$ cat config.mk
export PLATFORM = sky130hd
export DESIGN_NAME = imu_packet_deframer
export DESIGN_NICKNAME = d
export VERILOG_FILES = /design/src/rtl/imd_pkg.sv /design/src/rtl/imd_front.sv /design/src/rtl/imd_queue.sv /design/src/rtl/imd_back.sv /design/src/rtl/imu_packet_deframer.sv
export SDC_FILE = /design/constraint.sdc
export NUM_CORES = 1
export LEC_CHECK = 0
export ABC_AREA = 0
export BUFFER_PORTS_ARGS = -buffer_cell sky130_fd_sc_hd__buf_2
export CORE_MARGIN = 2
export CORE_UTILIZATION = 58
export DETAILED_ROUTE_END_ITERATION = 10
export GPL_ROUTABILITY_DRIVEN = 0
export PLACE_DENSITY = 0.82
export SETUP_SLACK_MARGIN = 0.1
export SLEW_MARGIN = 40
export SYNTH_ARGS = -nofsm -noshare
export SYNTH_HDL_FRONTEND = slang
export SYNTH_SLANG_ARGS = --single-unit
$ cat constraint.sdc
create_clock -name clk -period 4.4 [get_ports clk]
set_clock_uncertainty 0.2 [all_clocks]
set_input_delay 0.22 -clock clk [delete_from_list [all_inputs] [get_ports clk]]
set_output_delay 0.22 -clock clk [all_outputs]
set_load 0.05 [all_outputs]
$ cat src/rtl/imd_pkg.sv
// Shared types and constants for the IMU packet deframer.
package imd_pkg;

  localparam logic [7:0] HDR_BYTE   = 8'h55;
  localparam logic [7:0] TYPE_ACC   = 8'h51;
  localparam logic [7:0] TYPE_RATE  = 8'h52;
  localparam logic [7:0] TYPE_ANGLE = 8'h53;

  localparam logic [3:0] FIRST_POS  = 4'd2;
  localparam logic [3:0] LAST_DATA  = 4'd8;
  localparam logic [3:0] LAST_POS   = 4'd10;

  localparam int unsigned QDEPTH = 2;
  localparam int unsigned QAW    = 1;

  typedef enum logic [1:0] {
    PH_HUNT = 2'd0,
    PH_TYPE = 2'd1,
    PH_DATA = 2'd2
  } phase_t;

  typedef struct packed {
    logic [1:0]  kind;
    logic [15:0] x;
    logic [15:0] y;
    logic [15:0] z;
  } pkt_t;

  typedef struct packed {
    logic full;
    logic empty;
  } qstat_t;

endpackage

$ cat src/rtl/imd_front.sv
// Byte parser: header hunt, type decode, payload capture and packet push.
module imd_front (
  input  logic               clk,
  input  logic               rst,
  input  logic               fire,
  input  logic [7:0]         rx_byte,
  output logic               push,
  output imd_pkg::pkt_t      pkt
);

  imd_pkg::phase_t phase, phase_next;
  logic [3:0]      byte_position, byte_position_next;
  logic [1:0]      held_kind, held_kind_next;
  logic [7:0]      payload [6];
  logic            type_ok;
  logic            at_end;
  logic            store;
  logic [2:0]      slot;

  assign type_ok = (rx_byte == imd_pkg::TYPE_ACC) || (rx_byte == imd_pkg::TYPE_RATE)
                || (rx_byte == imd_pkg::TYPE_ANGLE);
  assign at_end  = (byte_position >= imd_pkg::LAST_POS);

  // next state
  always_comb begin
    phase_next = phase;
    unique case (phase)
      imd_pkg::PH_TYPE: begin
        if (type_ok) begin
          phase_next = imd_pkg::PH_DATA;
        end else if (rx_byte == imd_pkg::HDR_BYTE) begin
          phase_next = imd_pkg::PH_TYPE;
        end else begin
          phase_next = imd_pkg::PH_HUNT;
        end
      end
      imd_pkg::PH_DATA: begin
        if (at_end) begin
          phase_next = imd_pkg::PH_HUNT;
        end
      end
      default: begin
        phase_next = (rx_byte == imd_pkg::HDR_BYTE) ? imd_pkg::PH_TYPE : imd_pkg::PH_HUNT;
      end
    endcase
  end

  // outputs and datapath controls
  always_comb begin
    byte_position_next = byte_position;
    held_kind_next     = held_kind;
    push               = 1'b0;
    store              = 1'b0;
    unique case (phase)
      imd_pkg::PH_TYPE: begin
        if (type_ok) begin
          held_kind_next     = rx_byte[1:0] - 2'd1;
          byte_position_next = imd_pkg::FIRST_POS;
        end
      end
      imd_pkg::PH_DATA: begin
        if (at_end) begin
          push               = fire;
          byte_position_next = 4'd0;
        end else begin
          store              = (byte_position >= imd_pkg::FIRST_POS)
                            && (byte_position < imd_pkg::LAST_DATA);
          byte_position_next = byte_position + 4'd1;
        end
      end
      default: begin
      end
    endcase
  end

  assign slot = 3'(byte_position - imd_pkg::FIRST_POS);

  always_ff @(posedge clk) begin
    if (rst) begin
      phase         <= imd_pkg::PH_HUNT;
      byte_position <= 4'd0;
      held_kind     <= 2'd0;
    end else if (fire) begin
      phase         <= phase_next;
      byte_position <= byte_position_next;
      held_kind     <= held_kind_next;
    end
  end

  always_ff @(posedge clk) begin
    if (fire && store) begin
      payload[slot] <= rx_byte;
    end
  end

  assign pkt.kind = held_kind;
  assign pkt.x    = {payload[1], payload[0]};
  assign pkt.y    = {payload[3], payload[2]};
  assign pkt.z    = {payload[5], payload[4]};

endmodule

$ cat src/rtl/imd_queue.sv
// Two-entry packet queue between parser and output stage.
module imd_queue (
  input  logic               clk,
  input  logic               rst,
  input  logic               push,
  input  imd_pkg::pkt_t      wr_pkt,
  input  logic               pop,
  output imd_pkg::pkt_t      rd_pkt,
  output imd_pkg::qstat_t    stat
);

  imd_pkg::pkt_t                   entry [imd_pkg::QDEPTH];
  logic [imd_pkg::QAW-1:0]         wr_ptr;
  logic [imd_pkg::QAW-1:0]         rd_ptr;
  logic [imd_pkg::QAW:0]           count;

  assign stat.full  = (count == (imd_pkg::QAW+1)'(imd_pkg::QDEPTH));
  assign stat.empty = (count == '0);
  assign rd_pkt     = entry[rd_ptr];

  always_ff @(posedge clk) begin
    if (rst) begin
      wr_ptr <= '0;
      rd_ptr <= '0;
      count  <= '0;
    end else begin
      if (push) begin
        wr_ptr <= wr_ptr + 1'b1;
      end
      if (pop) begin
        rd_ptr <= rd_ptr + 1'b1;
      end
      unique case ({push, pop})
        2'b10:   count <= count + 1'b1;
        2'b01:   count <= count - 1'b1;
        default: count <= count;
      endcase
    end
  end

  always_ff @(posedge clk) begin
    if (push) begin
      entry[wr_ptr] <= wr_pkt;
    end
  end

endmodule

$ cat src/rtl/imd_back.sv
// Output register stage: drains the queue onto the result channel.
module imd_back (
  input  logic               clk,
  input  logic               rst,
  input  imd_pkg::qstat_t    stat,
  input  imd_pkg::pkt_t      rd_pkt,
  output logic               pop,
  input  logic               pkt_ready,
  output logic               pkt_valid,
  output imd_pkg::pkt_t      hold
);

  // Load a new packet when the register is empty or its packet leaves now.
  assign pop = !stat.empty && (!pkt_valid || pkt_ready);

  always_ff @(posedge clk) begin
    if (rst) begin
      pkt_valid <= 1'b0;
    end else if (pop) begin
      pkt_valid <= 1'b1;
    end else if (pkt_ready) begin
      pkt_valid <= 1'b0;
    end
  end

  always_ff @(posedge clk) begin
    if (pop) begin
      hold <= rd_pkt;
    end
  end

endmodule

$ cat src/rtl/imu_packet_deframer.sv
// Top level of the IMU packet deframer: parser, packet queue and output stage.
//
//  channel | handshake            | payload                              | direction
//  --------+----------------------+--------------------------------------+----------
//  rx      | rx_valid / rx_ready  | rx_byte[7:0]                         | in
//  pkt     | pkt_valid / pkt_ready| packet_kind[1:0], x/y/z_word[15:0]   | out
//
// One byte is taken per cycle while the queue is not full; the parser state register sets that rate.
// A packet enters the queue at the edge that takes its eleventh byte and moves on
// into the output register once that register is free; pkt_valid then rises.
// Reset clears parser state, queue pointers and the output valid flag; the
// payload bytes and queue entries hold no reset value.
// rx_ready drops only while the two-entry queue is full; a stall on pkt_ready
// does not block the parser until both queue entries are occupied.
module imu_packet_deframer (
  input  logic        clk,
  input  logic        rst,
  input  logic        rx_valid,
  output logic        rx_ready,
  input  logic [7:0]  rx_byte,
  output logic        pkt_valid,
  input  logic        pkt_ready,
  output logic [1:0]  packet_kind,
  output logic [15:0] x_word,
  output logic [15:0] y_word,
  output logic [15:0] z_word
);

  imd_pkg::qstat_t stat;
  imd_pkg::pkt_t   front_pkt;
  imd_pkg::pkt_t   head_pkt;
  imd_pkg::pkt_t   out_pkt;
  logic            fire;
  logic            push;
  logic            pop;

  // Take a byte whenever the queue has room for a packet it may complete.
  assign rx_ready = !stat.full;
  assign fire     = rx_valid && rx_ready;

  imd_front u_front (
    .clk     (clk),
    .rst     (rst),
    .fire    (fire),
    .rx_byte (rx_byte),
    .push    (push),
    .pkt     (front_pkt)
  );

  imd_queue u_queue (
    .clk    (clk),
    .rst    (rst),
    .push   (push),
    .wr_pkt (front_pkt),
    .pop    (pop),
    .rd_pkt (head_pkt),
    .stat   (stat)
  );

  imd_back u_back (
    .clk       (clk),
    .rst       (rst),
    .stat      (stat),
    .rd_pkt    (head_pkt),
    .pop       (pop),
    .pkt_ready (pkt_ready),
    .pkt_valid (pkt_valid),
    .hold      (out_pkt)
  );

  // Words leave as raw counts; their scaling depends on the packet kind.
  assign packet_kind = out_pkt.kind;
  assign x_word      = out_pkt.x;
  assign y_word      = out_pkt.y;
  assign z_word      = out_pkt.z;

endmodule

==> out/metrics.json, run 1 <==
{
  "fillers": {"value": 748},
  "netlist.top_cell.by_area": {"value": "sky130_fd_sc_hd__edfxtp_1"},
  "postSynthCellCount": {"value": 356},
  "die_area": {"value": 13640, "unit": "um^2"},
  "cts_tree": {"value": "done"},
  "register_area": {"value": 6210, "unit": "um^2"},
  "antenna_cells": {"value": 0},
  "dr.pass1.iters": {"value": 4},
  "core.rowCount": {"value": 41},
  "cts_max_path_buffers": {"value": 3},
  "critical_path.startpoint_type": {"value": "flop"},
  "dr_wl_cell": {"value": 19.26, "unit": "um"},
  "max-vdd-ir-drop": {"value": 0.2411, "unit": "mV"},
  "crit_path_max_fanout": {"value": 27},
  "tritoncts_num_sinks": {"value": 211},
  "grt_max_degree": {"value": 53},
  "cts_inserted_buffers": {"value": 20},
  "fp.dieH": {"value": 116.8, "unit": "um"},
  "yosys.area.top_type_share": {"value": 80.56, "unit": "%"},
  "max_cap_viol_count": {"value": 0},
  "clk-insertion-delay-late": {"value": 470, "unit": "ps"},
  "core": {"value": 12520, "unit": "um^2"},
  "first_pass_grt_wire_length": {"value": 18.49, "unit": "mm"},
  "final_max_slew_viol_count": {"value": 0},
  "synth.net_count": {"value": 375},
  "part_of_the_yosys_area_used_for_sequential_elements": {"value": 84.08, "unit": "%"},
  "timing.critical_path.to_type": {"value": "flop"},
  "route.vias.total": {"value": 3374},
  "setup_tns": {"value": 0, "unit": "ps"},
  "gr-total-overflow": {"value": 0},
  "final_hold_viol_count": {"value": 0},
  "synthesis.area": {"value": 7381, "unit": "um^2"},
  "rsz0062_at_grt": {"value": "false"},
  "internal": {"value": 3.086, "unit": "mW"},
  "die_x": {"value": 116.8, "unit": "um"},
  "netlist_cell_types": {"value": 35},
  "initial_antenna_violation_count": {"value": 0},
  "criticalPathCategory": {"value": "flop to flop"},
  "fin_hold_ws": {"value": 97.92, "unit": "ps"},
  "totalWireLength": {"value": 12.21, "unit": "mm"},
  "drc": {"value": 0},
  "timing.final.setup_violations": {"value": 0},
  "ant_nets": {"value": 0},
  "ys_ff_latch": {"value": 211},
  "leakagePower": {"value": 2.852, "unit": "nW"},
  "layout-area-overhead-vs-synth": {"value": 17.73, "unit": "%"},
  "ctsRootBufferMaster": {"value": "sky130_fd_sc_hd__clkbuf_16"},
  "slew_limit_headroom": {"value": 48.40, "unit": "%"},
  "timing.critical_path.required": {"value": 4330, "unit": "ps"},
  "power_switching": {"value": 0.6680, "unit": "mW"},
  "achievable-frequency": {"value": 361.4, "unit": "MHz"},
  "clk_pin_slew": {"value": 60, "unit": "ps"},
  "drtIter0Drc": {"value": 280},
  "layout_nets": {"value": 468},
  "relative_contribution_of_combinational_cells_to_total_power": {"value": 0.9, "unit": "%"},
  "initial_utilization": {"value": 58.97, "unit": "%"},
  "vias_per_cell": {"value": 5.322},
  "cts.htree.levels": {"value": 1},
  "drive_above_1_share": {"value": 34.20, "unit": "%"},
  "globalRouteTotalUtil": {"value": 18.40, "unit": "%"},
  "synth_area_leaders": {"value": "sky130_fd_sc_hd__edfxtp_1, sky130_fd_sc_hd__mux2_2, sky130_fd_sc_hd__dfxtp_1, sky130_fd_sc_hd__ha_1, sky130_fd_sc_hd__a21oi_1"},
  "finalCriticalPeriod": {"value": 2767, "unit": "ps"},
  "worst_slew_pin_slew": {"value": 767.0, "unit": "ps"},
  "power-per-cell-area": {"value": 432.1, "unit": "nW/um^2"},
  "multiInputGateArea": {"value": 1135, "unit": "um^2"},
  "first_global_vias": {"value": 3354},
  "share_seq_of_total_power": {"value": 57.7, "unit": "%"},
  "pwr-share-clk": {"value": 41.3, "unit": "%"},
  "top_level_ports": {"value": 64},
  "worst-endpoint-arrival": {"value": 2700, "unit": "ps"},
  "power.switching_fraction": {"value": 17.79, "unit": "%"},
  "hp-class": {"value": "input pin to flop"},
  "quantity_of_i_o_buffers_inserted_on_ports": {"value": 63},
  "ys_warn_count": {"value": 0},
  "dp_hpwl": {"value": 6.881, "unit": "mm"},
  "status": {"value": "complete, no violations"},
  "post_cts_buffers": {"value": 0},
  "timing.final.crit_share": {"value": 62.88, "unit": "%"},
  "synthesis.area_per_instance": {"value": 20.73, "unit": "um^2"}
}
[final timing paths]
| check | slack [ps] | depth (start not counted) | endpoint | from |
|---|---|---|---|---|
| worst max-delay path | 1630 | 5 | u_queue.entry[0][32]$_DFFE_PP_ | u_front.phase[0]$_SDFFE_PP0P_ |
| worst min-delay path | 100 | 4 | u_front.phase[0]$_SDFFE_PP0P_ | rx_valid |
| worst max register to register | 1630 | 5 | u_queue.entry[0][32]$_DFFE_PP_ | u_front.phase[0]$_SDFFE_PP0P_ |
| worst min register to register | 250 | 0 | u_queue.entry[1][14]$_DFFE_PP_ | u_front.payload[5][6]$_DFFE_PP_ |
[logic make-up (layout without fill, tap and decap cells)]
logic type      after synthesis  in the layout  share of synthesized area (%)
buf+inv                      17            123                         0.8645
simple gates                 43             43                          3.611
fa+ha+maj                     7              7                          1.187
xor+xnor                      4              4                         0.4747
flops                       211            211                          84.08
compound gates               22             22                          1.848
mux                          52             52                          7.934
[cells in the final DEF (no fill, tap or decap), types with 2 or more instances in the layout]
cell / synthesis / routed
sky130_fd_sc_hd__edfxtp_1: 198 / 198
sky130_fd_sc_hd__buf_4: 0 / 6
sky130_fd_sc_hd__clkbuf_8: 0 / 2
sky130_fd_sc_hd__clkbuf_1: 9 / 6
sky130_fd_sc_hd__nor2_4: 0 / 2
sky130_fd_sc_hd__and2_1: 2 / 2
sky130_fd_sc_hd__o211ai_1: 2 / 2
sky130_fd_sc_hd__clkinv_2: 0 / 3
sky130_fd_sc_hd__nand2b_1: 3 / 3
sky130_fd_sc_hd__xnor2_1: 3 / 3
sky130_fd_sc_hd__mux2_2: 52 / 52
sky130_fd_sc_hd__clkinv_1: 0 / 2
sky130_fd_sc_hd__buf_2: 0 / 63
sky130_fd_sc_hd__nor2b_1: 4 / 4
sky130_fd_sc_hd__ha_1: 7 / 7
sky130_fd_sc_hd__nand2_1: 4 / 4
sky130_fd_sc_hd__nor4_1: 3 / 3
sky130_fd_sc_hd__dfxtp_1: 13 / 12
sky130_fd_sc_hd__inv_1: 7 / 7
sky130_fd_sc_hd__dlygate4sd3_1: 0 / 11
sky130_fd_sc_hd__nand3_1: 4 / 4
sky130_fd_sc_hd__o21ai_0: 5 / 5
sky130_fd_sc_hd__nand3b_1: 2 / 2
sky130_fd_sc_hd__nor2_1: 9 / 6
sky130_fd_sc_hd__nor3_1: 4 / 3
sky130_fd_sc_hd__a21oi_1: 8 / 8
sky130_fd_sc_hd__clkbuf_16: 0 / 21
[state kept, by name (all words and copies together) (netlist names)]
name                   cells
u_back.hold               50
u_back.pkt_valid           1
u_front.byte_position      4
u_front.held_kind          2
u_front.payload           48
u_front.phase              2
u_queue.count              2
u_queue.entry            100
u_queue.rd_ptr             1
u_queue.wr_ptr             1
[cells in the mapped netlist]
library cell,count
sky130_fd_sc_hd__nand4bb_4,1
sky130_fd_sc_hd__clkbuf_1,9
sky130_fd_sc_hd__nand3_1,4
sky130_fd_sc_hd__a311oi_1,1
sky130_fd_sc_hd__dfxtp_1,13
sky130_fd_sc_hd__buf_1,1
sky130_fd_sc_hd__ha_1,7
sky130_fd_sc_hd__nand4_1,1
sky130_fd_sc_hd__nand2_1,4
sky130_fd_sc_hd__and4b_1,1
sky130_fd_sc_hd__a221oi_1,1
sky130_fd_sc_hd__nand2b_1,3
sky130_fd_sc_hd__xnor2_1,3
sky130_fd_sc_hd__nor4bb_1,1
sky130_fd_sc_hd__a21oi_1,8
sky130_fd_sc_hd__nor2_1,9
sky130_fd_sc_hd__or4_1,1
sky130_fd_sc_hd__a211oi_1,1
sky130_fd_sc_hd__nor3_1,4
sky130_fd_sc_hd__xor2_1,1
sky130_fd_sc_hd__edfxtp_1,198
sky130_fd_sc_hd__o21ai_0,5
sky130_fd_sc_hd__mux2_2,52
sky130_fd_sc_hd__nor2b_1,4
sky130_fd_sc_hd__and2_1,2
sky130_fd_sc_hd__o221a_2,1
sky130_fd_sc_hd__or4_4,1
sky130_fd_sc_hd__or3_1,1
sky130_fd_sc_hd__o21a_1,2
sky130_fd_sc_hd__o211ai_1,2
sky130_fd_sc_hd__nor4_1,3
sky130_fd_sc_hd__nor4b_1,1
sky130_fd_sc_hd__o21ai_1,1
sky130_fd_sc_hd__nand3b_1,2
sky130_fd_sc_hd__inv_1,7
[per-stage QoR]
stage / power (mW) / setup slack, ps / cell area (um^2) / util, % / instances
3_3_place_gp: 2.238 / 1692 / 7936 / 63.40 / 587
5_1_grt: 3.853 / 1425 / 8690 / 69.42 / 634
3_5_place_dp: 2.238 / 1582 / 7944 / 63.46 / 587
4_1_cts: 3.783 / 1576 / 8660 / 69.18 / 633
2_1_floorplan: 2.218 / 436.1 / 7381 / - / 356
6_report: 3.754 / 1633 / 8690 / 69.42 / 634
[layer usage]
metal | wire, um | global-route usage (%)
met1 | 5079 | 24.90
met2 | 6313 | 31.41
met3 | 545 | 2.420
met4 | 272 | 6.275
met5 | 0 | 0
[power groups by stage]
stage,Combinational [mW],Clock (mW),Sequential [mW]
finish,0.0353,1.55,2.17
global route,0.0384,1.65,2.17
CTS,0.0353,1.58,2.17
detailed placement,0.0285,0,2.21
global placement,0.0271,0,2.21
floorplan,0.00758,0,2.21
[area by class of cell]
cell class	count	area share [%]
Sequential cell	211	71.46
Multi-Input combinational cell	128	13.06
Clock buffer	29	6.623
Timing Repair Buffer	81	5.731
Tap cell	172	2.477
Clock inverter	6	0.3456
Inverter	7	0.3024
[worst max-delay path, stage by stage (launching register included)]
cell	delay, ps
sky130_fd_sc_hd__dfxtp_1	320
sky130_fd_sc_hd__inv_1	60
sky130_fd_sc_hd__ha_1	310
sky130_fd_sc_hd__nand4_1	340
sky130_fd_sc_hd__nor2_4	680
sky130_fd_sc_hd__buf_4	480
[repair_timing]
item | CTS | global route
resized for setup | 0 | 0
hold buffers | 11 | 0
hold endpoints to repair | 58 | 0
Power figures use the tool's default switching activity.
==> inputs of run 2 (changes only) <==
--- a/config.mk
+++ b/config.mk
@@ -8,10 +8,10 @@
 export ABC_AREA = 0
 export BUFFER_PORTS_ARGS = -buffer_cell sky130_fd_sc_hd__buf_2
 export CORE_MARGIN = 2
-export CORE_UTILIZATION = 58
+export CORE_UTILIZATION = 53
 export DETAILED_ROUTE_END_ITERATION = 10
 export GPL_ROUTABILITY_DRIVEN = 0
-export PLACE_DENSITY = 0.82
+export PLACE_DENSITY = 0.79
 export SETUP_SLACK_MARGIN = 0.1
 export SLEW_MARGIN = 40
 export SYNTH_ARGS = -nofsm -noshare
==> constraint.sdc (replaced) <==
create_clock -name clk -period 2.3 [get_ports clk]
set_clock_uncertainty 0.2 [all_clocks]
set_input_delay 0.115 -clock clk [delete_from_list [all_inputs] [get_ports clk]]
set_output_delay 0.115 -clock clk [all_outputs]
set_load 0.05 [all_outputs]
==> run 2 against run 1 <==
Cell area grew 1.8%; setup slack lost 1500 ps; clock power grew 95%; routed wire length shrank 0.57%; global-route usage shrank 1.7 points; largest power group unchanged.
==> out/metrics.json, run 2 (synthesis gave the netlist of run 1 again) <==
{
  "status": {"value": "complete, no violations", "change": "unchanged"},
  "worst-r2r-setup-slack": {"value": 180, "unit": "ps", "change": "was 1630 ps"},
  "drtIter0Drc": {"value": 338, "change": "was 280"},
  "timing.critical_path.to_type": {"value": "flop", "change": "unchanged"},
  "layout_nets": {"value": 478, "change": "was 468"},
  "layout-area-overhead-vs-synth": {"value": 19.80, "unit": "%", "change": "was 17.73%"},
  "hold_path_depth": {"value": 0, "change": "was 4"},
  "cts_max_path_buffers": {"value": 3, "change": "unchanged"},
  "cts_tree": {"value": "done", "change": "unchanged"},
  "timing.rr.start": {"value": "u_front.phase[1]$_SDFFE_PP0P_", "change": "was u_front.phase[0]$_SDFFE_PP0P_"},
  "clk-insertion-delay-late": {"value": 470, "unit": "ps", "change": "about the same"},
  "worst_hold_endpoint": {"value": "u_queue.entry[1][35]$_DFFE_PP_", "change": "was u_front.phase[0]$_SDFFE_PP0P_"},
  "final_max_slew_viol_count": {"value": 0, "change": "unchanged"},
  "crit_path_max_fanout": {"value": 4, "change": "was 27"},
  "first_pass_grt_wire_length": {"value": 18.66, "unit": "mm", "change": "was 18.49 mm"},
  "dr_wl_cell": {"value": 18.62, "unit": "um", "change": "was 19.26 um"},
  "layout.cells.most_common_list": {"value": "sky130_fd_sc_hd__edfxtp_1, sky130_fd_sc_hd__buf_2, sky130_fd_sc_hd__mux2_2, sky130_fd_sc_hd__clkbuf_16, sky130_fd_sc_hd__buf_4", "change": "was sky130_fd_sc_hd__edfxtp_1, sky130_fd_sc_hd__buf_2, sky130_fd_sc_hd__mux2_2, sky130_fd_sc_hd__clkbuf_16, sky130_fd_sc_hd__dfxtp_1"},
  "hp-class": {"value": "flop to flop", "change": "was input pin to flop"},
  "power-per-cell-area": {"value": 819.8, "unit": "nW/um^2", "change": "was 432.1 nW/um^2"},
  "worstReg2RegEnd": {"value": "u_front.phase[1]$_SDFFE_PP0P_", "change": "was u_queue.entry[0][32]$_DFFE_PP_"},
  "layout_commonest_cell": {"value": "sky130_fd_sc_hd__edfxtp_1", "change": "unchanged"},
  "first_global_vias": {"value": 3475, "change": "was 3354"},
  "grt_max_degree": {"value": 52, "change": "was 53"},
  "timing.final.crit_share": {"value": 92.24, "unit": "%", "change": "was 62.88%"},
  "worst_slew_pin_slew": {"value": 676.9, "unit": "ps", "change": "was 767.0 ps"},
  "cts.htree.levels": {"value": 1, "change": "unchanged"},
  "quantity_of_i_o_buffers_inserted_on_ports": {"value": 63, "change": "unchanged"},
  "reg_top3": {"value": "u_queue.entry: 100 flops, u_back.hold: 50 flops, u_front.payload: 48 flops", "change": "unchanged"},
  "ant_nets": {"value": 0, "change": "unchanged"},
  "vias_per_cell": {"value": 5.248, "change": "was 5.322"},
  "gr-total-overflow": {"value": 0, "change": "unchanged"},
  "r2r.worst_path.cells": {"value": 6, "change": "was 5"},
  "totalWireLength": {"value": 12.14, "unit": "mm", "change": "was 12.21 mm"},
  "criticalPathCategory": {"value": "flop to flop", "change": "unchanged"},
  "initial_utilization": {"value": 53.80, "unit": "%", "change": "was 58.97%"},
  "finalCriticalPeriod": {"value": 2121, "unit": "ps", "change": "was 2767 ps"},
  "dp_hpwl": {"value": 7.063, "unit": "mm", "change": "was 6.881 mm"},
  "largest-register": {"value": "u_queue.entry", "change": "unchanged"},
  "die_area": {"value": 14890, "unit": "um^2", "change": "was 13640 um^2"},
  "route.vias.total": {"value": 3422, "change": "was 3374"},
  "dr.pass1.iters": {"value": 5, "change": "was 4"},
  "cts_inserted_buffers": {"value": 20, "change": "unchanged"},
  "antenna_cells": {"value": 0, "change": "unchanged"},
  "dp_cells": {"value": 604, "change": "was 587"},
  "initial_antenna_violation_count": {"value": 0, "change": "unchanged"},
  "timing.critical_path.required": {"value": 2500, "unit": "ps", "change": "was 4330 ps"},
  "drc": {"value": 0, "change": "unchanged"},
  "leakagePower": {"value": 2.912, "unit": "nW", "change": "was 2.852 nW"},
  "worst-endpoint-arrival": {"value": 2320, "unit": "ps", "change": "was 2700 ps"},
  "min-delay-start": {"value": "u_front.payload[0][3]$_DFFE_PP_", "change": "was rx_valid"},
  "top_level_ports": {"value": 64, "change": "unchanged"},
  "tritoncts_num_sinks": {"value": 211, "change": "unchanged"},
  "max-vdd-ir-drop": {"value": 0.4298, "unit": "mV", "change": "was 0.2411 mV"},
  "timing.final.setup_violations": {"value": 0, "change": "unchanged"},
  "rsz0062_at_grt": {"value": "false", "change": "unchanged"},
  "clk_pin_slew": {"value": 60, "unit": "ps", "change": "about the same"},
  "largest_register_ffs": {"value": 100, "change": "unchanged"},
  "max_cap_viol_count": {"value": 0, "change": "unchanged"},
  "fp.dieH": {"value": 122.0, "unit": "um", "change": "was 116.8 um"},
  "critical_path.startpoint_type": {"value": "flop", "change": "unchanged"},
  "achievable-frequency": {"value": 471.4, "unit": "MHz", "change": "was 361.4 MHz"},
  "globalRouteTotalUtil": {"value": 16.68, "unit": "%", "change": "was 18.40%"},
  "core.rowCount": {"value": 43, "change": "was 41"},
  "slew_limit_headroom": {"value": 54.87, "unit": "%", "change": "was 48.40%"},
  "fin_hold_ws": {"value": 245.7, "unit": "ps", "change": "was 97.92 ps"},
  "die_x": {"value": 122.0, "unit": "um", "change": "was 116.8 um"},
  "ctsRootBufferMaster": {"value": "sky130_fd_sc_hd__clkbuf_16", "change": "unchanged"},
  "stdcell_count": {"value": 652, "change": "was 634"},
  "drive_above_1_share": {"value": 37.08, "unit": "%", "change": "was 34.20%"},
  "final_hold_viol_count": {"value": 0, "change": "unchanged"},
  "core": {"value": 13720, "unit": "um^2", "change": "was 12520 um^2"}
}
[run 2: cell count changes in the layout (fill, tap and decap cells not counted), sizes merged]
cell and change:
buf +8, bufinv +1, clkbuf -7, clkinv +6, dlygate4sd3 +2
[run 2: metal layers]
metal  up-vias  GRT usage, %  share of wire (%)
met3        30         2.809                5.7
li1       1593             -                  -
met4         0         5.675                2.5
met2       115         29.16                 52
met1      1684         21.26                 40
met5         -             0                  0
[run 2: power by group]
part           internal [mW]  switching (mW)
clock                   1.76            1.27
combinational         0.0289          0.0449
sequential              4.15       0.0000305
[run 2: what timing repair did]
item | in CTS | in global routing
buffers inserted | 0 | 0
hold endpoints to repair | 61 | 0
hold buffers | 13 | 0
gates resized for setup | 0 | 2
endpoints found under the setup margin | 0 | 3
[run 2: layout make-up]
class	instances	area, um^2
Tap cell	180	225.2
Multi-Input combinational cell	128	1177
Inverter	7	26.28
Clock inverter	13	83.83
Clock buffer	22	529.3
Sequential cell	211	6215
Timing Repair Buffer	91	585.6
Fill cell	884	4877
[run 2: worst max-delay path, cell delays in order, from the launching register on]
cell and delay [ps]:
sky130_fd_sc_hd__dfxtp_2 340, sky130_fd_sc_hd__inv_1 60, sky130_fd_sc_hd__ha_1 190, sky130_fd_sc_hd__nand2b_1 100, sky130_fd_sc_hd__or4_4 520, sky130_fd_sc_hd__or4_1 490, sky130_fd_sc_hd__a21oi_1 150
[run 2: worst max-delay path by stage]
stage                                   from  slack, ps  depth (start not counted)                                    end
5_1_grt                           rx_byte[1]        110                          8  u_front.byte_position[1]$_SDFFE_PP0P_
6_report       u_front.phase[1]$_SDFFE_PP0P_        180                          6          u_front.phase[1]$_SDFFE_PP0P_
4_1_cts        u_front.phase[1]$_SDFFE_PP0P_        180                          6          u_front.phase[1]$_SDFFE_PP0P_
3_5_place_dp   u_front.phase[1]$_SDFFE_PP0P_        250                          6          u_front.phase[1]$_SDFFE_PP0P_
2_1_floorplan  u_queue.count[0]$_SDFFE_PP0P_        -50                          3          u_queue.entry[0][0]$_DFFE_PP_
3_3_place_gp   u_front.phase[1]$_SDFFE_PP0P_        310                          6          u_front.phase[1]$_SDFFE_PP0P_
[run 2: stage by stage]
step	worst slack, ps	setup TNS (ps)	util, %	cell area, um^2	power, mW
floorplan	-49.58	-3963	-	7466	4.243
global route	105.9	0	64.45	8842	7.450
global placement	307.4	0	59.01	8097	4.281
CTS	181.3	0	64.43	8840	7.293
finish	178.5	0	64.45	8842	7.248
detailed placement	249.2	0	59.01	8097	4.285
==> inputs of run 3 (changes only) <==
--- a/config.mk
+++ b/config.mk
@@ -8,12 +8,13 @@
 export ABC_AREA = 0
 export BUFFER_PORTS_ARGS = -buffer_cell sky130_fd_sc_hd__buf_2
 export CORE_MARGIN = 2
-export CORE_UTILIZATION = 53
+export CORE_UTILIZATION = 58
 export DETAILED_ROUTE_END_ITERATION = 10
 export GPL_ROUTABILITY_DRIVEN = 0
-export PLACE_DENSITY = 0.79
+export PLACE_DENSITY = 0.82
 export SETUP_SLACK_MARGIN = 0.1
 export SLEW_MARGIN = 40
 export SYNTH_ARGS = -nofsm -noshare
 export SYNTH_HDL_FRONTEND = slang
 export SYNTH_SLANG_ARGS = --single-unit
+export TNS_END_PERCENT = 30
==> constraint.sdc (replaced) <==
create_clock -name clk -period 2.1 [get_ports clk]
set_clock_uncertainty 0.2 [all_clocks]
set_input_delay 0.105 -clock clk [delete_from_list [all_inputs] [get_ports clk]]
set_output_delay 0.105 -clock clk [all_outputs]
set_load 0.05 [all_outputs]
==> run 3 against run 2 <==
Sequential cell count unchanged; sequential power increased by 9.4%; critical path depth unchanged; first-iteration DRC count decreased by 26%; combinational power increased by 22%; via count increased by 3.3%; setup slack got worse by 96 ps; highest routed layer unchanged; hold slack got worse by 91 ps; die area decreased by 8.3%.
==> out/metrics.json, run 3 (synthesis gave the netlist of run 1 again) <==
{
  "clk_pin_slew": {"value": 60, "unit": "ps", "change": "about the same"},
  "layout_nets": {"value": 489, "change": "was 478"},
  "first_global_vias": {"value": 3483, "change": "was 3475"},
  "finalPower": {"value": 7.991, "unit": "mW", "change": "was 7.248 mW"},
  "timing.critical_path.required": {"value": 2310, "unit": "ps", "change": "was 2500 ps"},
  "hold_path_depth": {"value": 6, "change": "was 0"},
  "first_pass_grt_wire_length": {"value": 18.28, "unit": "mm", "change": "was 18.66 mm"},
  "postLayoutCellArea": {"value": 9017, "unit": "um^2", "change": "was 8842 um^2"},
  "dr_wl_cell": {"value": 18.88, "unit": "um", "change": "was 18.62 um"},
  "drive_above_1_share": {"value": 39.96, "unit": "%", "change": "was 37.08%"},
  "die_area": {"value": 13640, "unit": "um^2", "change": "was 14890 um^2"},
  "timing.final.crit_share": {"value": 96.06, "unit": "%"},
  "vias_per_cell": {"value": 5.395, "change": "was 5.248"},
  "initial_utilization": {"value": 58.97, "unit": "%", "change": "was 53.80%"},
  "top_level_ports": {"value": 64, "change": "unchanged"},
  "fin_hold_ws": {"value": 154.3, "unit": "ps", "change": "was 245.7 ps"},
  "worst_slew_pin_slew": {"value": 472.4, "unit": "ps", "change": "was 676.9 ps"},
  "finalCriticalPeriod": {"value": 2017, "unit": "ps"},
  "cts_inserted_buffers": {"value": 20, "change": "unchanged"},
  "globalRouteTotalUtil": {"value": 18.24, "unit": "%", "change": "was 16.68%"},
  "layout-area-overhead-vs-synth": {"value": 22.17, "unit": "%", "change": "was 19.80%"},
  "timing.rr.start": {"value": "u_front.phase[0]$_SDFFE_PP0P_", "change": "was u_front.phase[1]$_SDFFE_PP0P_"},
  "quantity_of_i_o_buffers_inserted_on_ports": {"value": 63, "change": "unchanged"},
  "timing.final.setup_violations": {"value": 0, "change": "unchanged"},
  "critical_path.startpoint_type": {"value": "input pin", "change": "was flop"},
  "largest_register_ffs": {"value": 100, "change": "unchanged"},
  "dp_hpwl": {"value": 7.062, "unit": "mm", "change": "was 7.063 mm"},
  "cts_tree": {"value": "done", "change": "unchanged"},
  "drtIter0Drc": {"value": 250, "change": "was 338"},
  "totalWireLength": {"value": 12.37, "unit": "mm", "change": "was 12.14 mm"},
  "largest-register": {"value": "u_queue.entry", "change": "unchanged"},
  "power-per-cell-area": {"value": 886.2, "unit": "nW/um^2", "change": "was 819.8 nW/um^2"},
  "dr.pass1.iters": {"value": 4, "change": "was 5"},
  "min-delay-start": {"value": "rx_byte[0]", "change": "was u_front.payload[0][3]$_DFFE_PP_"},
  "achievable-frequency": {"value": 495.7, "unit": "MHz"},
  "dp_cells": {"value": 601, "change": "was 604"},
  "clk-insertion-delay-late": {"value": 480, "unit": "ps", "change": "was 470 ps"},
  "cts.htree.levels": {"value": 1, "change": "unchanged"},
  "core.rowCount": {"value": 41, "change": "was 43"},
  "tritoncts_num_sinks": {"value": 211, "change": "unchanged"},
  "max-vdd-ir-drop": {"value": 0.6272, "unit": "mV", "change": "was 0.4298 mV"},
  "fp.dieH": {"value": 116.8, "unit": "um", "change": "was 122.0 um"},
  "crit_path_max_fanout": {"value": 3, "change": "was 4"},
  "stdcell_count": {"value": 655, "change": "was 652"},
  "timing.critical_path.to_type": {"value": "flop", "change": "unchanged"},
  "worst_setup_path_start": {"value": "rx_byte[7]", "change": "was u_front.phase[1]$_SDFFE_PP0P_"},
  "hp-class": {"value": "input pin to flop", "change": "was flop to flop"},
  "ctsRootBufferMaster": {"value": "sky130_fd_sc_hd__clkbuf_16", "change": "unchanged"},
  "final_max_slew_viol_count": {"value": 0, "change": "unchanged"},
  "final_hold_viol_count": {"value": 0, "change": "unchanged"},
  "core": {"value": 12520, "unit": "um^2", "change": "was 13720 um^2"},
  "layout.cells.most_common_list": {"value": "sky130_fd_sc_hd__edfxtp_1, sky130_fd_sc_hd__buf_2, sky130_fd_sc_hd__mux2_2, sky130_fd_sc_hd__clkbuf_16, sky130_fd_sc_hd__buf_4", "change": "unchanged"},
  "r2r.worst_path.cells": {"value": 5, "change": "was 6"},
  "route.vias.total": {"value": 3534, "change": "was 3422"},
  "setup_tns": {"value": 0, "unit": "ps", "change": "unchanged"},
  "drc": {"value": 0, "change": "unchanged"},
  "worstReg2RegEnd": {"value": "u_front.phase[1]$_SDFFE_PP0P_", "change": "unchanged"},
  "gr-total-overflow": {"value": 0, "change": "unchanged"},
  "fillers": {"value": 733, "change": "was 884"},
  "layout_commonest_cell": {"value": "sky130_fd_sc_hd__edfxtp_1", "change": "unchanged"},
  "worst_hold_endpoint": {"value": "u_front.phase[0]$_SDFFE_PP0P_", "change": "was u_queue.entry[1][35]$_DFFE_PP_"},
  "worst-endpoint-arrival": {"value": 2220, "unit": "ps", "change": "was 2320 ps"},
  "worst-r2r-setup-slack": {"value": 100, "unit": "ps", "change": "was 180 ps"},
  "rsz0062_at_grt": {"value": "true", "change": "was false"},
  "cts_max_path_buffers": {"value": 3, "change": "unchanged"},
  "max_cap_viol_count": {"value": 0, "change": "unchanged"},
  "initial_antenna_violation_count": {"value": 0, "change": "unchanged"},
  "criticalPathCategory": {"value": "input pin to flop", "change": "was flop to flop"},
  "die_x": {"value": 116.8, "unit": "um", "change": "was 122.0 um"},
  "status": {"value": "complete, no violations", "change": "unchanged"},
  "area_after_dpl": {"value": 8168, "unit": "um^2", "change": "was 8097 um^2"},
  "ant_nets": {"value": 0, "change": "unchanged"},
  "slew_limit_headroom": {"value": 68.50, "unit": "%", "change": "was 54.87%"},
  "reg_top3": {"value": "u_queue.entry: 100 flops, u_back.hold: 50 flops, u_front.payload: 48 flops", "change": "unchanged"},
  "leakagePower": {"value": 2.999, "unit": "nW", "change": "was 2.912 nW"},
  "grt_max_degree": {"value": 52, "change": "unchanged"},
  "antenna_cells": {"value": 0, "change": "unchanged"}
}
## run 3: cell types whose count changed in the layout (fill, tap and decap cells not counted), sizes merged
cell,previous run,this run
buf,78,88
dlygate4sd3,13,14
inv,7,8
clkinv,11,10
## run 3: where the power goes
group	leakage (nW)	total [mW]	switching [mW]	internal [mW]
combinational	0.818	0.0900	0.0525	0.0375
sequential	1.87	4.54	0.0000491	4.54
clock	0.311	3.36	1.42	1.94
total	3.00	7.99	1.47	6.52
## run 3: area by class of cell
cell class	instances	area, um^2	share of cell area [%]
Clock buffer	22	529.3	5.869
Inverter	7	26.28	0.2914
Timing Repair Buffer	102	734.5	8.145
Multi-Input combinational cell	128	1204	13.35
Tap cell	172	215.2	2.387
Sequential cell	211	6216	68.93
Clock inverter	13	92.59	1.027
## run 3: stage by stage
| step | setup WS (ps) | util (%) |
|---|---|---|
| 2_1_floorplan | -249.6 | - |
| 5_1_grt | 7.969 | 72.04 |
| 3_3_place_gp | 112.0 | 65.25 |
| 6_report | 82.80 | 72.04 |
| 4_1_cts | 61.33 | 71.82 |
| 3_5_place_dp | -2.477 | 65.25 |
## run 3: worst max-delay path: stages
cell and delay, ps:
sky130_fd_sc_hd__dlygate4sd3_1 530, sky130_fd_sc_hd__buf_2 140, sky130_fd_sc_hd__nand4bb_4 240, sky130_fd_sc_hd__or4_4 550, sky130_fd_sc_hd__or4_4 500, sky130_fd_sc_hd__a21oi_2 150
## run 3: layer usage
layer  track usage, %  vias to the layer above  share of wire, %
met5                0                        -                 0
met4            6.667                        0               2.5
met3            2.987                       31               7.1
met2            32.68                      137                53
met1            22.59                     1745                38
li1                 -                     1621                 -
## run 3: timing repair
item / in CTS / in global routing
pin swaps: 3 / 5
resized for setup: 7 / 4
buffers inserted: 4 / 1
setup endpoints to repair: 1 / 13
gates cloned: 0 / 0
hold buffers: 14 / 0
hold endpoints to repair: 61 / 0
## run 3: how the worst max path moves through the flow
stage / endpoint
finish: u_front.phase[1]$_SDFFE_PP0P_
global route: u_queue.count[1]$_SDFFE_PP0P_
CTS: u_front.phase[1]$_SDFFE_PP0P_
detailed placement: u_front.phase[1]$_SDFFE_PP0P_
global placement: u_front.phase[1]$_SDFFE_PP0P_
floorplan: u_queue.entry[0][0]$_DFFE_PP_
